`src/swm_pkg.sv`:
```
// ----------------------------------------------------------------------------
// swm_pkg: shared definitions for the sliding window median filter
// Defaults for the window and sample widths, the configuration register
// layout and the control group that drives the row of sorting cells.
// ----------------------------------------------------------------------------
package swm_pkg;

    localparam int MAX_WINDOW_DEF  = 64;
    localparam int SAMPLE_BITS_DEF = 16;
    localparam int CFG_W           = 7;
    localparam int WINDOW_RESET    = 64;
    localparam int MIN_WINDOW      = 2;

    typedef struct packed {
        logic load;
        logic clear;
    } cell_ctl_t;

endpackage

```
`src/swm_median.sv`:
```
// ----------------------------------------------------------------------------
// swm_median: middle pick from the sorted row
// Selects the two middle slots for the current window size and adds them,
// giving the median with one fraction bit.
// ----------------------------------------------------------------------------
module swm_median #(
    parameter int MAX_WINDOW  = 64,
    parameter int SAMPLE_BITS = 16,
    parameter int AGE_W       = 6,
    parameter int CNT_W       = 7
) (
    input  logic signed [SAMPLE_BITS-1:0] values [MAX_WINDOW],
    input  logic [CNT_W-1:0]              window,
    output logic signed [SAMPLE_BITS:0]   median
);

    import swm_pkg::*;

    logic [CNT_W-1:0]              lo_full;
    logic [CNT_W-1:0]              hi_full;
    logic [AGE_W-1:0]              lo_idx;
    logic [AGE_W-1:0]              hi_idx;
    logic signed [SAMPLE_BITS-1:0] lo_value;
    logic signed [SAMPLE_BITS-1:0] hi_value;

    always_comb
    begin
        lo_full  = (window - CNT_W'(1)) >> 1;
        hi_full  = window >> 1;
        lo_idx   = lo_full[AGE_W-1:0];
        hi_idx   = hi_full[AGE_W-1:0];
        lo_value = values[lo_idx];
        hi_value = values[hi_idx];
        median   = {lo_value[SAMPLE_BITS-1], lo_value} + {hi_value[SAMPLE_BITS-1], hi_value};
    end

endmodule
```
`config.mk`:
```
export PLATFORM = sky130hd
export DESIGN_NAME = swm_median
export DESIGN_NICKNAME = d
export VERILOG_FILES = /design/src/swm_pkg.sv /design/src/swm_median.sv
export SDC_FILE = /design/constraint.sdc
export NUM_CORES = 1
export LEC_CHECK = 0
export ABC_AREA = 0
export BUFFER_PORTS_ARGS = -buffer_cell sky130_fd_sc_hd__buf_2
export CAP_MARGIN = 30
export CORE_AREA = 2 2 410 412
export DETAILED_ROUTE_END_ITERATION = 6
export DIE_AREA = 0 0 412 414
export PLACE_DENSITY = 0.4
export SYNTH_ARGS = -nofsm -noshare
export SYNTH_HDL_FRONTEND = slang
export SYNTH_SLANG_ARGS = --single-unit
```
`constraint.sdc`:
```
create_clock -name vclk -period 7.2
set_input_delay 1.44 -clock vclk [all_inputs]
set_output_delay 1.44 -clock vclk [all_outputs]
set_load 0.01 [all_outputs]
```
== Yosys cells after proc, flatten, opt, wreduce, memory -nomap -nowiden ==
Index checks and enable logic that the tools add are counted.
W data, S select, Z words.

* Flip-flop bits (word level): 0
* Latch bits: 0
* RAM bits: 0
* Memory bits (read-only): 0
* Bits of input ports: 1,031
* Memories kept: 0

* $add $sub $neg: 2
* Multipliers: 0
* Divide/modulo/power cells: 0
* Order comparisons: 2
* Eq/ne operators: 0
* Shifts and indexed selects: 0
* Multiplexer cells: 6
* Bitwise operators: 2
* Reductions and logical operators: 0

{| class="wikitable"
|+ Operator list
! cell !! number
|-
| $bmux W16 S6 || 2
|-
| $mux W16 || 4
|-
| $add A16 B16 Y17 || 1
|-
| $ge A7 B7 Y1 const B || 2
|-
| $not A6 Y7 || 2
|-
| $sub A7 B1 Y7 const B || 1
|}

== Logic depth before layout (Yosys ltp) ==
* Depth after elaboration: 6
* Gate-level depth with buffers: 25
* Gate-level depth less buffers: 18

== Worst setup path before layout ==
No wires, ideal clock.

* Path type: input-to-output
* Start point: input port window[1]
* End point: output port median[16]
* Arrival time: 6.120 ns
* Required time: 5.760 ns
* Setup slack: -0.360 ns
* Cell stages on the path: 23
* Buffers on the path: 6
* Cell sequence: buf_4 buf_6 buf_2 inv_1 ha_1 buf_6 xor2_4 buf_4 buf_4 mux4_2 nand2_1 nand3_1 a311oi_1 nor3_1 ha_1 fa_1 a21o_1 a21oi_1 nand3b_1 a21boi_0 a31oi_1 nor2_1 o31ai_1

* Word-level cells in the longest chain between the ends: 6
* Elaborated cells on any way between the ends: 10
* Those cells by class: add/sub: 2; mux: 6; bitwise: 2

{| class="wikitable"
|+ RTL lines
! item !! RTL line !! RTL
|-
| start: declaration || swm_median.sv:13 || <nowiki>input logic [CNT_W-1:0] window,</nowiki>
|-
| $sub A7 B1 Y7 || swm_median.sv:28 || <nowiki>lo_full = (window - CNT_W'(1)) >> 1;</nowiki>
|-
| $not A6 Y7 (implied by the code) || swm_median.sv:32 || <nowiki>lo_value = values[lo_idx];</nowiki>
|-
| $bmux W16 S6 || swm_median.sv:32 ||
|-
| $mux W16 (implied by the code) (2 in series) || swm_median.sv:32 ||
|-
| $add A16 B16 Y17 * || swm_median.sv:34 || <nowiki>median = {lo_value[SAMPLE_BITS-1], lo_value} + {hi_value[SAMPLE_BITS-1], hi_value};</nowiki>
|-
| end: declaration || swm_median.sv:14 || <nowiki>output logic signed [SAMPLE_BITS:0] median</nowiki>
|}

Mark *: on every way between the ends. The rest lies on a longest branch, timed or not. The select of a mux whose other input is x is not followed.

== Worst setup path after layout ==
* Start point: input port window[0]
* End point: output port median[14]

* Word-level cells in the longest chain between the ends: 6

{| class="wikitable"
|+ RTL lines
! item !! RTL line
|-
| $sub A7 B1 Y7 || swm_median.sv:28
|-
| $not A6 Y7 (implied by the code) || swm_median.sv:32
|-
| $bmux W16 S6 || swm_median.sv:32
|-
| $mux W16 (implied by the code) (2 in series) || swm_median.sv:32
|-
| $add A16 B16 Y17 || swm_median.sv:34
|}

Every way passes these cells. The select of a mux whose other input is x is not followed.

==> impl_results.md <==
* Residual DRC at 0
* Share of Yosys cell area claimed by the top area cell type at 0.694
* Synthesized area at 17800 um2
* Via-to-Cell Ratio at 4.61
* Max VDD drop at 0.0814 mV
* GP Congestion at 0.988
* Syn Inst Count at 1359
* Tcrit/Tclk final at 1.02
* PwrDens at 116 nW/um2
* Critical path endpoint category: output port
* Post-synthesis cell type count at 66
* Critical path class: in -> out
* Slew margin rel. at 0.516
* Hold WS at 3930 ps
* CP most frequent cell: mux4_2
* Final min period at 7370 ps
* Total Nets Final at 3688
* Via Count at 22609
* Total GRT Usage at 0.202
* Register area share after synthesis at 0
* CP delay by family, top: multiplexers
* Critical Path Fanout Max at 6
* RSZ-0062 raised after global routing: yes
* Crit path buffers/inverters at 7
* Final max-slew violation count at 0
* Leakage at 11.9 nW
* Critical path required time at 5760 ps
* Crit. Startpoint: window[0]
* # IOs at 1048
* Critical path's slowest cell: mux4_2
* Sequential standard cell area at 0 um2
* Cell depth of the worst setup path at 21
* Max-cap viol count at 0
* Final hold viol count at 0
* Total power at 3.43 mW
* CTS Hold Bufs at 0
* Filler cell count in the final layout at 18642
* Crit-path cells: buf_8, inv_4, ha_4, xor2_4, buf_12, buf_16, mux4_2, mux4_2, nor2_1, buf_4, o32ai_4, buf_6, fa_2, a21o_1, a21oi_2, nand3b_1, a21boi_4, a31oi_4, nor4_4, a311o_1, buf_2
* Non-Filler Instances at 4905
* Final WL at 180 mm
* Die area at 171000 um2
* PortBufs at 1048
* Syn_area_per_cell at 13.1 um2
* GRT overflow at 0
* Final antenna-violating net count at 0
* Post-synth top area cell: mux4_2
* Clock Buffer Count at 0
* Critical path's largest stage delay at 620 ps
* Post-route worst setup slack at -173 ps
* CP Capture Point: median[14]
* Initial core utilization at 0.107
* Worst Hold Class: in -> out
* Area Growth Syn to Fin at 66.7%
* Post-Syn Nets at 2408
* Sum Neg Setup Slack at -543 ps
* Synthesis Warnings at 0
* Global-route wire length before repair at 230 mm
* Die height at 414 um
* First-pass detailed-route iteration total at 6
* Largest net degree at the start of global routing at 76
* Worst setup SP type: primary input
* Vias in the first global route at 23159
* Share of layout cells above drive strength 1 at 0.797
* Row count at 150
* Cell Count Post-Placement at 4770
* Iteration-0 DRC count of the detailed router at 1963
* Die X at 412 um
* Multi-input combinational cell area at 17300 um2
* Failing checks: negative setup slack
* Area contributors post-synth: mux4_2 (69%), mux2i_1 (4.4%), nand2_1 (3.3%), mux4_1 (1.8%), buf_6 (1.6%)
* Post-layout util at 0.179
* Final setup violating endpoints at 5
* Initial antenna violation count at 161
* Worst-Margin Slew at 723 ps
* Arrival time at the worst endpoint at 5930 ps
* Status: complete, but fails checks
* Sequential cells at 0
* DR WL/cell at 36.8 um
* Max Clk Rate at 136 MHz
* Dpl hpwl at 161 mm
* Core area at 166000 um2
[placed cells by master (no fill, tap or decap), types with 18 or more instances in the layout]
cell type	netlist	routed
buf_2	52	1035
mux4_2	549	550
buf_4	23	326
nand2_1	157	154
mux2i_1	79	72
buf_12	1	66
diode_2	0	64
nand3_1	41	41
nor2_1	43	29
a21oi_1	23	18
[power breakdown]
part           switching, mW  total [mW]  leakage (nW)  internal (mW)
Sequential                 0           0             0              0
Clock                      0  0.00000123      0.000406     0.00000123
Combinational           1.75        3.43          11.9           1.69
Total                   1.75        3.43          11.9           1.69
[kinds of logic (layout without fill, tap and decap cells)]
kind of cell | Yosys count | after routing | synth area share
AOI/OAI and AO/OA | 182 | 182 | 0.0747
xor gates and xnor gates | 20 | 20 | 0.0132
adders and majority gates | 18 | 18 | 0.0131
buffers and inverters | 185 | 1463 | 0.0606
muxes | 648 | 648 | 0.761
other | 0 | 64 | 0
and+or+nand+nor | 306 | 306 | 0.0774
[worst min path at each step]
stage,slack [ps],start,end,depth (start not counted)
5_1_grt,4000,window[6],median[6],6
4_1_cts,3990,window[6],median[6],6
2_1_floorplan,3430,window[5],median[3],4
6_report,3930,window[6],median[6],6
3_5_place_dp,4010,window[6],median[0],5
3_3_place_gp,4000,window[6],median[0],5
[repair_timing]
item / in CTS / in global routing
cloned: 3 / 2
pin swaps: 38 / 35
endpoints found under the setup margin: 11 / 11
gates resized for setup: 90 / 40
buffers inserted: 46 / 23
[Yosys cell counts, drive strengths merged, types with 6 or more instances]
library cell / number
buf: 123
xor2: 8
a221oi: 11
o21ai: 20
nor2: 44
a211oi: 13
a21oi: 23
mux2i: 79
a2111oi: 6
clkbuf: 56
ha: 17
nand2: 157
a31oi: 22
nor2b: 15
a32oi: 16
a32o: 7
nor3: 17
o211ai: 9
xnor2: 12
a22oi: 7
mux2: 8
mux4: 561
and3: 8
nand3: 41
nor4: 7
o22ai: 8
[metal layers]
metal,share of wire,GRT usage,vias up
met5,0.0028,0,-
met4,0.024,0.0405,80
met3,0.077,0.0480,282
met2,0.49,0.348,1431
met1,0.41,0.255,11978
li1,-,-,8838
[per-stage QoR]
stage               area, um2  setup WS [ps]
CTS                     29200           -212
finish                  29700           -173
detailed placement      28200           -718
global placement        28200           -760
global route            29600           -352
floorplan               17900           18.1
[final cells by class]
type	count	area share
inverters	6	0.00105
repair buffers	1457	0.318
well taps	2204	0.0928
multi-input cells	1174	0.583
diodes	64	0.00539
[tightest hold or removal path: cells and delay by family]
family,cells,cell delay [ps]
fa+ha+maj,1,170
xor+xnor,1,110
mux,1,350
compound gates,1,50
buf+inv,2,360
(Power assumes the default switching activity.)
