**src/swm_pkg.sv**
```systemverilog
// ----------------------------------------------------------------------------
// swm_pkg: shared definitions for the sliding window median filter
// Defaults for the window and sample widths, the configuration register
// layout and the control group that drives the row of sorting cells.
// ----------------------------------------------------------------------------
package swm_pkg;

    localparam int MAX_WINDOW_DEF  = 64;
    localparam int SAMPLE_BITS_DEF = 16;
    localparam int CFG_W           = 7;
    localparam int WINDOW_RESET    = 64;
    localparam int MIN_WINDOW      = 2;

    typedef struct packed {
        logic load;
        logic clear;
    } cell_ctl_t;

endpackage

```
**src/swm_cell.sv**
```systemverilog
// ----------------------------------------------------------------------------
// swm_cell: one slot of the sorted sample row
// Holds one sample and its age. On each transfer the slot takes the value
// from its lower neighbor, from itself or its upper neighbor, or the new
// sample, so that the row stays sorted with the oldest sample removed.
// ----------------------------------------------------------------------------
module swm_cell #(
    parameter int SAMPLE_BITS = 16,
    parameter int AGE_W       = 6
) (
    input  logic                          clk,
    input  logic                          rst_n,
    input  swm_pkg::cell_ctl_t            ctl,
    input  logic signed [SAMPLE_BITS-1:0] sample,
    input  logic signed [SAMPLE_BITS-1:0] dn_value,
    input  logic                          dn_valid,
    input  logic [AGE_W-1:0]              dn_age,
    input  logic                          self_valid,
    input  logic signed [SAMPLE_BITS-1:0] up_value,
    input  logic                          up_valid,
    input  logic [AGE_W-1:0]              up_age,
    input  logic                          shift_prev,
    input  logic                          shift_here,
    output logic signed [SAMPLE_BITS-1:0] value,
    output logic                          valid,
    output logic [AGE_W-1:0]              age
);

    import swm_pkg::*;

    logic signed [SAMPLE_BITS-1:0] value_reg;
    logic signed [SAMPLE_BITS-1:0] value_next;
    logic                          valid_reg;
    logic                          valid_next;
    logic [AGE_W-1:0]              age_reg;
    logic [AGE_W-1:0]              age_next;

    logic signed [SAMPLE_BITS-1:0] prv_value;
    logic                          prv_valid;
    logic [AGE_W-1:0]              prv_age;
    logic signed [SAMPLE_BITS-1:0] cur_value;
    logic                          cur_valid;
    logic [AGE_W-1:0]              cur_age;
    logic                          prv_gt;
    logic                          cur_gt;

    always_comb
    begin
        // entry below after removal of the oldest
        prv_value = shift_prev ? value_reg  : dn_value;
        prv_valid = shift_prev ? self_valid : dn_valid;
        prv_age   = shift_prev ? age_reg    : dn_age;
        // entry at this slot after removal of the oldest
        cur_value = shift_here ? up_value : value_reg;
        cur_valid = shift_here ? up_valid : self_valid;
        cur_age   = shift_here ? up_age   : age_reg;

        // empty slots count as above every sample
        prv_gt = !prv_valid || (prv_value > sample);
        cur_gt = !cur_valid || (cur_value > sample);

        if (prv_gt)
        begin
            value_next = prv_value;
            valid_next = prv_valid;
            age_next   = prv_age + AGE_W'(1);
        end
        else if (cur_gt)
        begin
            value_next = sample;
            valid_next = 1'b1;
            age_next   = '0;
        end
        else
        begin
            value_next = cur_value;
            valid_next = cur_valid;
            age_next   = cur_age + AGE_W'(1);
        end
    end

    always_ff @(posedge clk or negedge rst_n)
    begin
        if (!rst_n)
        begin
            valid_reg <= 1'b0;
        end
        else if (ctl.clear)
        begin
            valid_reg <= 1'b0;
        end
        else if (ctl.load)
        begin
            valid_reg <= valid_next;
        end
    end

    always_ff @(posedge clk)
    begin
        if (ctl.load)
        begin
            value_reg <= value_next;
            age_reg   <= age_next;
        end
    end

    assign value = value_reg;
    assign valid = valid_reg;
    assign age   = age_reg;

endmodule

```
**config.mk**
```make
export PLATFORM = sky130hd
export DESIGN_NAME = swm_cell
export DESIGN_NICKNAME = d
export VERILOG_FILES = /design/src/swm_pkg.sv /design/src/swm_cell.sv
export SDC_FILE = /design/constraint.sdc
export NUM_CORES = 1
export LEC_CHECK = 0
export BUFFER_PORTS_ARGS = -buffer_cell sky130_fd_sc_hd__buf_4
export CAP_MARGIN = 15
export CORE_ASPECT_RATIO = 1.25
export CORE_MARGIN = 10
export CORE_UTILIZATION = 55
export DETAILED_ROUTE_END_ITERATION = 8
export PLACE_DENSITY = 0.84
export SLEW_MARGIN = 40
export SYNTH_ARGS = -nofsm -noshare
export SYNTH_HDL_FRONTEND = slang
export SYNTH_SLANG_ARGS = --single-unit
export TNS_END_PERCENT = 5
```
**constraint.sdc**
```tcl
create_clock -name clk -period 5.8 [get_ports clk]
set_clock_uncertainty 0.15 [all_clocks]
set_input_delay 0.29 -clock clk [delete_from_list [all_inputs] [get_ports clk]]
set_output_delay 0.29 -clock clk [all_outputs]
set_load 0.02 [all_outputs]
```
* Word level (Yosys, flattened, before mapping)
Index checks and enable logic that the tools add are counted.
** Word-level totals
- Bits in registers :: 23
- Bits of input ports :: 69
- Output and inout bits :: 23
- Logic and storage cells :: 26
** Cells by class
- Add/subtract/negate cells :: 2
- $lt $le $gt $ge :: 2
- Muxes and demuxes :: 14
- Reduce and logical (&&, ||, !) cells :: 5
** Operator list (count)
- 2-to-1 mux 16 bit :: 4
- greater-than comparator 16 bit :: 2
- 2-to-1 mux 6 bit :: 4
- adder 6 x 1 -> 6 bit (second input constant) :: 2
- 2-to-1 mux 1 bit :: 6
- zero test 1 bit :: 2
- logical OR 1 bit :: 2
- nonzero test 2 bit :: 1

* Longest topological paths before layout
- Depth after elaboration :: 7
- Mapped depth :: 13
- Gate-level depth less buffers :: 9

* Least setup slack after synthesis
OpenSTA, ideal clock, no wires.
- Path kind :: input port to flip-flop
- Start point :: input shift_here
- End point :: register value_reg[10], in the netlist value[10] (data pin)
- Setup time :: 0.259 ns
- Data arrival time :: 3.042 ns
- Data required time :: 5.391 ns
- Path slack :: 2.349 ns
- Stages :: 13
- Path buffers :: 4
- Cells stage by stage :: clkbuf_1 buf_2 buf_2 mux2_2 ha_1 nand2_1 nor4_2 o21ai_0 nand2_1 mux2i_4 buf_6 mux2i_1 o21ai_1
** On the way
- Cells in the longest elaborated chain, start to end :: 5
- Elaborated cells on any way between the ends :: 7
- Those cells by class :: 1 x order compare; 4 x mux; 2 x reduce/logical
** RTL lines
- from (decl) :: line swm_cell.sv:23 : input logic shift_here,
- 2-to-1 mux 16 bit or 2-to-1 mux 1 bit (tied branches) :: line swm_cell.sv:54, swm_cell.sv:55
- greater-than comparator 16 bit or zero test 1 bit (tied branches) :: line swm_cell.sv:60 : cur_gt = !cur_valid || (cur_value > sample);
- logical OR 1 bit :: line swm_cell.sv:60
- 2-to-1 mux 16 bit * :: line swm_cell.sv:68 : else if (cur_gt)
- 2-to-1 mux 16 bit * :: line swm_cell.sv:62 : if (prv_gt)
- via value_next[10] :: line swm_cell.sv:32 : logic signed [SAMPLE_BITS-1:0] value_next;
- to (signal assigned) :: line swm_cell.sv:102 : value_reg <= value_next;
- to (decl) :: line swm_cell.sv:31 : logic signed [SAMPLE_BITS-1:0] value_reg;
Mark *: on every way through the listed nets, which the timed path passes. The rest lies on a longest branch.
A chain may end at the register's enable or synchronous reset.

* Final worst setup path
- Start point :: register value_reg[15], in the netlist value[15]
- End point :: register value_reg[0], in the netlist value[0] (data pin)
** On the way
- Cells in the longest elaborated chain, start to end :: 5
- Elaborated cells on any way between the ends :: 8
- Those cells by class :: 2 x order compare; 4 x mux; 2 x reduce/logical
** RTL lines
- 2-to-1 mux 16 bit :: line swm_cell.sv:54 : cur_value = shift_here ? up_value : value_reg;
- greater-than comparator 16 bit :: line swm_cell.sv:60
- logical OR 1 bit :: line swm_cell.sv:60
- 2-to-1 mux 16 bit :: line swm_cell.sv:68
- 2-to-1 mux 16 bit * :: line swm_cell.sv:62
- via value_next[0] :: line swm_cell.sv:32
Marked as above.

==> flow_summary_export.csv <==
group,metric,value,unit
run_status,status,"finished, final reports clean",
critical_path,timing.rr.start,"value[15]",
route,first_iter_violations,110,
timing,slew_viol_final,0,
global_routing,grt_max_degree,25,
die,io_pins,92,
critical_path,crit_start,"value[15]",
synth,synth_top_family_by_area,"multiplexers",
synth,ys_ff_latch,23,
power,report.power.total,683,µW
clock_tree,cts_tree,"built",
min_path,worstHoldStart,"ctl[0]",
critical_path,endpoint_kind,"flop",
synth,yosysTopAreaCell,"edfxtp_1",
global_routing,antenna_found_initial,0,
timing,setup_viol,0,
critical_path,worstPathArrival,3.14,ns
synth,post_synth_xor_area_fraction,0.0270,
synth,synthesis.yosys.warnings,0,
critical_path,r2r_slack,2.54,ns
timing,rsz0062_at_grt,"no",
placement,post-place-ws,2.10,ns
die,die_w,81.4,µm
synth,yosysSeqAreaShare,0.264,
synth,synth_top_area_share,0.255,
critical_path,worstSetupPathType,"reg2reg",
clock_tree,cts_root_buffer,"clkbuf_8",
global_routing,overflow,0,
critical_path,reg2reg_to,"value[0]",
cells_and_area,nets,454,
route,ant_nets,0,
synth,synth_cells,262,
die,die-area,7880,µm²
clock_tree,clock_path_buffers,2,
power,p_leak,1.67,nW
synth,synth_cell_types,41,
global_routing,track_usage,0.172,
critical_path,reg2reg_depth,11,
critical_path,required,5.68,ns
timing,hold_viol,0,
min_path,hold_class,"in2reg",
route,vias_per_cell,5.57,
route,wire_per_inst,17.0,µm
clock_tree,numCtsBuffers,3,
synth,synth-compound-area-share,0.122,
timing,min_period,3.26,ns
die,die_h,96.8,µm
global_routing,grt_pass1_vias,2474,
global_routing,use_met1,0.184,
synth,synth_area_per_cell,9.89,µm²
power,peakVddDrop,0.000116,V
synth,ys.flop_type,"edfxtp_1",
die,rows,27,
clock_tree,htreeDepth,1,
power,p_per_area,202,nW/µm²
clock_tree,cts_setup_buffers,0,
placement,place.gp.congestion,0.831,
min_path,min_path_cells,2,
synth,ys_top_cells_by_area,"edfxtp_1, ha_1, mux2_2",
cells_and_area,fillers,352,
timing,post-route-period-util,0.561,
synth,synth_edf_count,22,
route,dr.pass1.iters,4,
route,wl,6920,µm
clock_tree,clk_latency,0.27,ns
die,coreArea,4490,µm²
timing,fin_ws,2.54,ns
cells_and_area,seqCellArea,686,µm²
timing,finalSetupTns,0,ns
cells_and_area,multi_input_area,1770,µm²
synth,synthSimpleGateAreaFrac,0.105,
timing,fmax,307,MHz
cells_and_area,synthToLayoutAreaGrowth,30.3,%
global_routing,grt_pass1_wl,11200,µm
global_routing,use_met2,0.312,
global_routing,grt_util_met3,0.0453,
route,routed-via-count,2274,
clock_tree,cts_sinks,23,
critical_path,worst-path-max-fanout,14,
placement,dp_hpwl,5560,µm
min_path,whs_endpoint,"valid",
cells_and_area,diodes,0,
global_routing,grt_busiest_layer,"met2",
synth,synth_area,2590,µm²
critical_path,crit_path_start_kind,"flop",
die,start_util,0.577,
synth,async_flop_share,0.0435,
timing,max_slew_margin,0.661,
cells_and_area,drive_above_1_share,0.403,
synth,synth_mux_area_frac,0.265,
clock_tree,clk_pin_slew,0.09,ns
synth,synthAdderAreaFrac,0.164,
placement,io_buffers,91,
synth,synth_fp_nets,365,
route,drc,0,
timing,worst_pin_slew,0.508,ns
cells_and_area,largest_reg_flops,16,
job,max_cap_viol_count,0,
-- layout by cell type, fill, tap and decap left out, types with 2 or more instances in the layout --
master / instances
a211oi_1: 2
a21o_1: 3
a21oi_1: 12
a21oi_2: 2
and3_1: 2
buf_4: 92
clkbuf_8: 3
edfxtp_1: 22
ha_1: 34
inv_1: 20
mux2_2: 36
mux2i_1: 26
nand2_1: 28
nand3b_1: 4
nand4_1: 4
nor2_1: 5
o21ai_0: 2
o21ai_1: 17
o22ai_1: 5
xnor2_1: 6
xor2_1: 2
-- Yosys cell counts, types with 2 or more instances --
cell and instances:
inv_1 20, nand2_1 28, a21oi_1 12, mux2i_1 26, xor2_1 2, o21ai_0 2
o21ai_1 17, a211oi_1 2, edfxtp_1 22, a21o_1 3, and3_1 2, nand3b_1 4
a21oi_2 2, nand4_1 4, clkbuf_1 2, ha_1 34, mux2_2 36, buf_2 8
nor2_1 5, o22ai_1 5, xnor2_1 6
-- how the worst max path moves through the flow --
stage / endpoint
2_1_floorplan: value[10]
3_3_place_gp: value[0]
3_5_place_dp: value[0]
4_1_cts: value[0]
5_1_grt: age[0]
6_report: value[0]
-- metrics by stage --
stage | hold WS [ns] | instance area, µm² | cells | utilization
2_1_floorplan | -0.156 | 2590 | 262 | -
3_3_place_gp | -0.0848 | 3300 | 401 | 0.734
3_5_place_dp | -0.0830 | 3300 | 401 | 0.734
4_1_cts | 0.0241 | 3350 | 406 | 0.746
5_1_grt | 0.0112 | 3380 | 408 | 0.752
6_report | 0.0206 | 3380 | 408 | 0.752
-- layer usage --
layer | share of wire | wire length (µm)
met1 | 0.38 | 2640
met3 | 0.082 | 570
met5 | 0 | 0
met2 | 0.52 | 3610
met4 | 0.014 | 95
-- cell families after synthesis --
kind of cell	count (synthesis)
DFF	23
buffers and inverters	31
muxes	63
and+or+nand+nor	53
adders and majority gates	34
AOI/OAI and AO/OA	50
xor gates and xnor gates	8
-- power breakdown --
group	internal [mW]	total (mW)	switching (mW)
Sequential	0.215	0.231	0.0160
Combinational	0.171	0.348	0.177
Clock	0.0491	0.103	0.0541
Total	0.436	0.683	0.247
-- worst max-delay path, stage by stage (launching register included) --
cell	delay, ns
edfxtp_1	0.43
mux2_2	0.30
ha_1	0.32
and4_4	0.21
and3_1	0.16
a2bb2oi_1	0.20
a31oi_2	0.15
o31ai_4	0.50
buf_6	0.22
buf_4	0.19
nand2_1	0.07
o21a_1	0.11
-- timing repair --
item	4_1_cts	5_1_grt
endpoints found under the hold margin	1	0
gates resized for setup	0	0
hold buffers	1	0
-- cell type report --
type | instances | share of cell area
multi-input combinational | 208 | 0.525
timing repair buffer | 95 | 0.215
sequential | 23 | 0.203
inverter | 20 | 0.0222
tap | 58 | 0.0215
clock buffer | 4 | 0.0133
(Power assumes the default switching activity.)
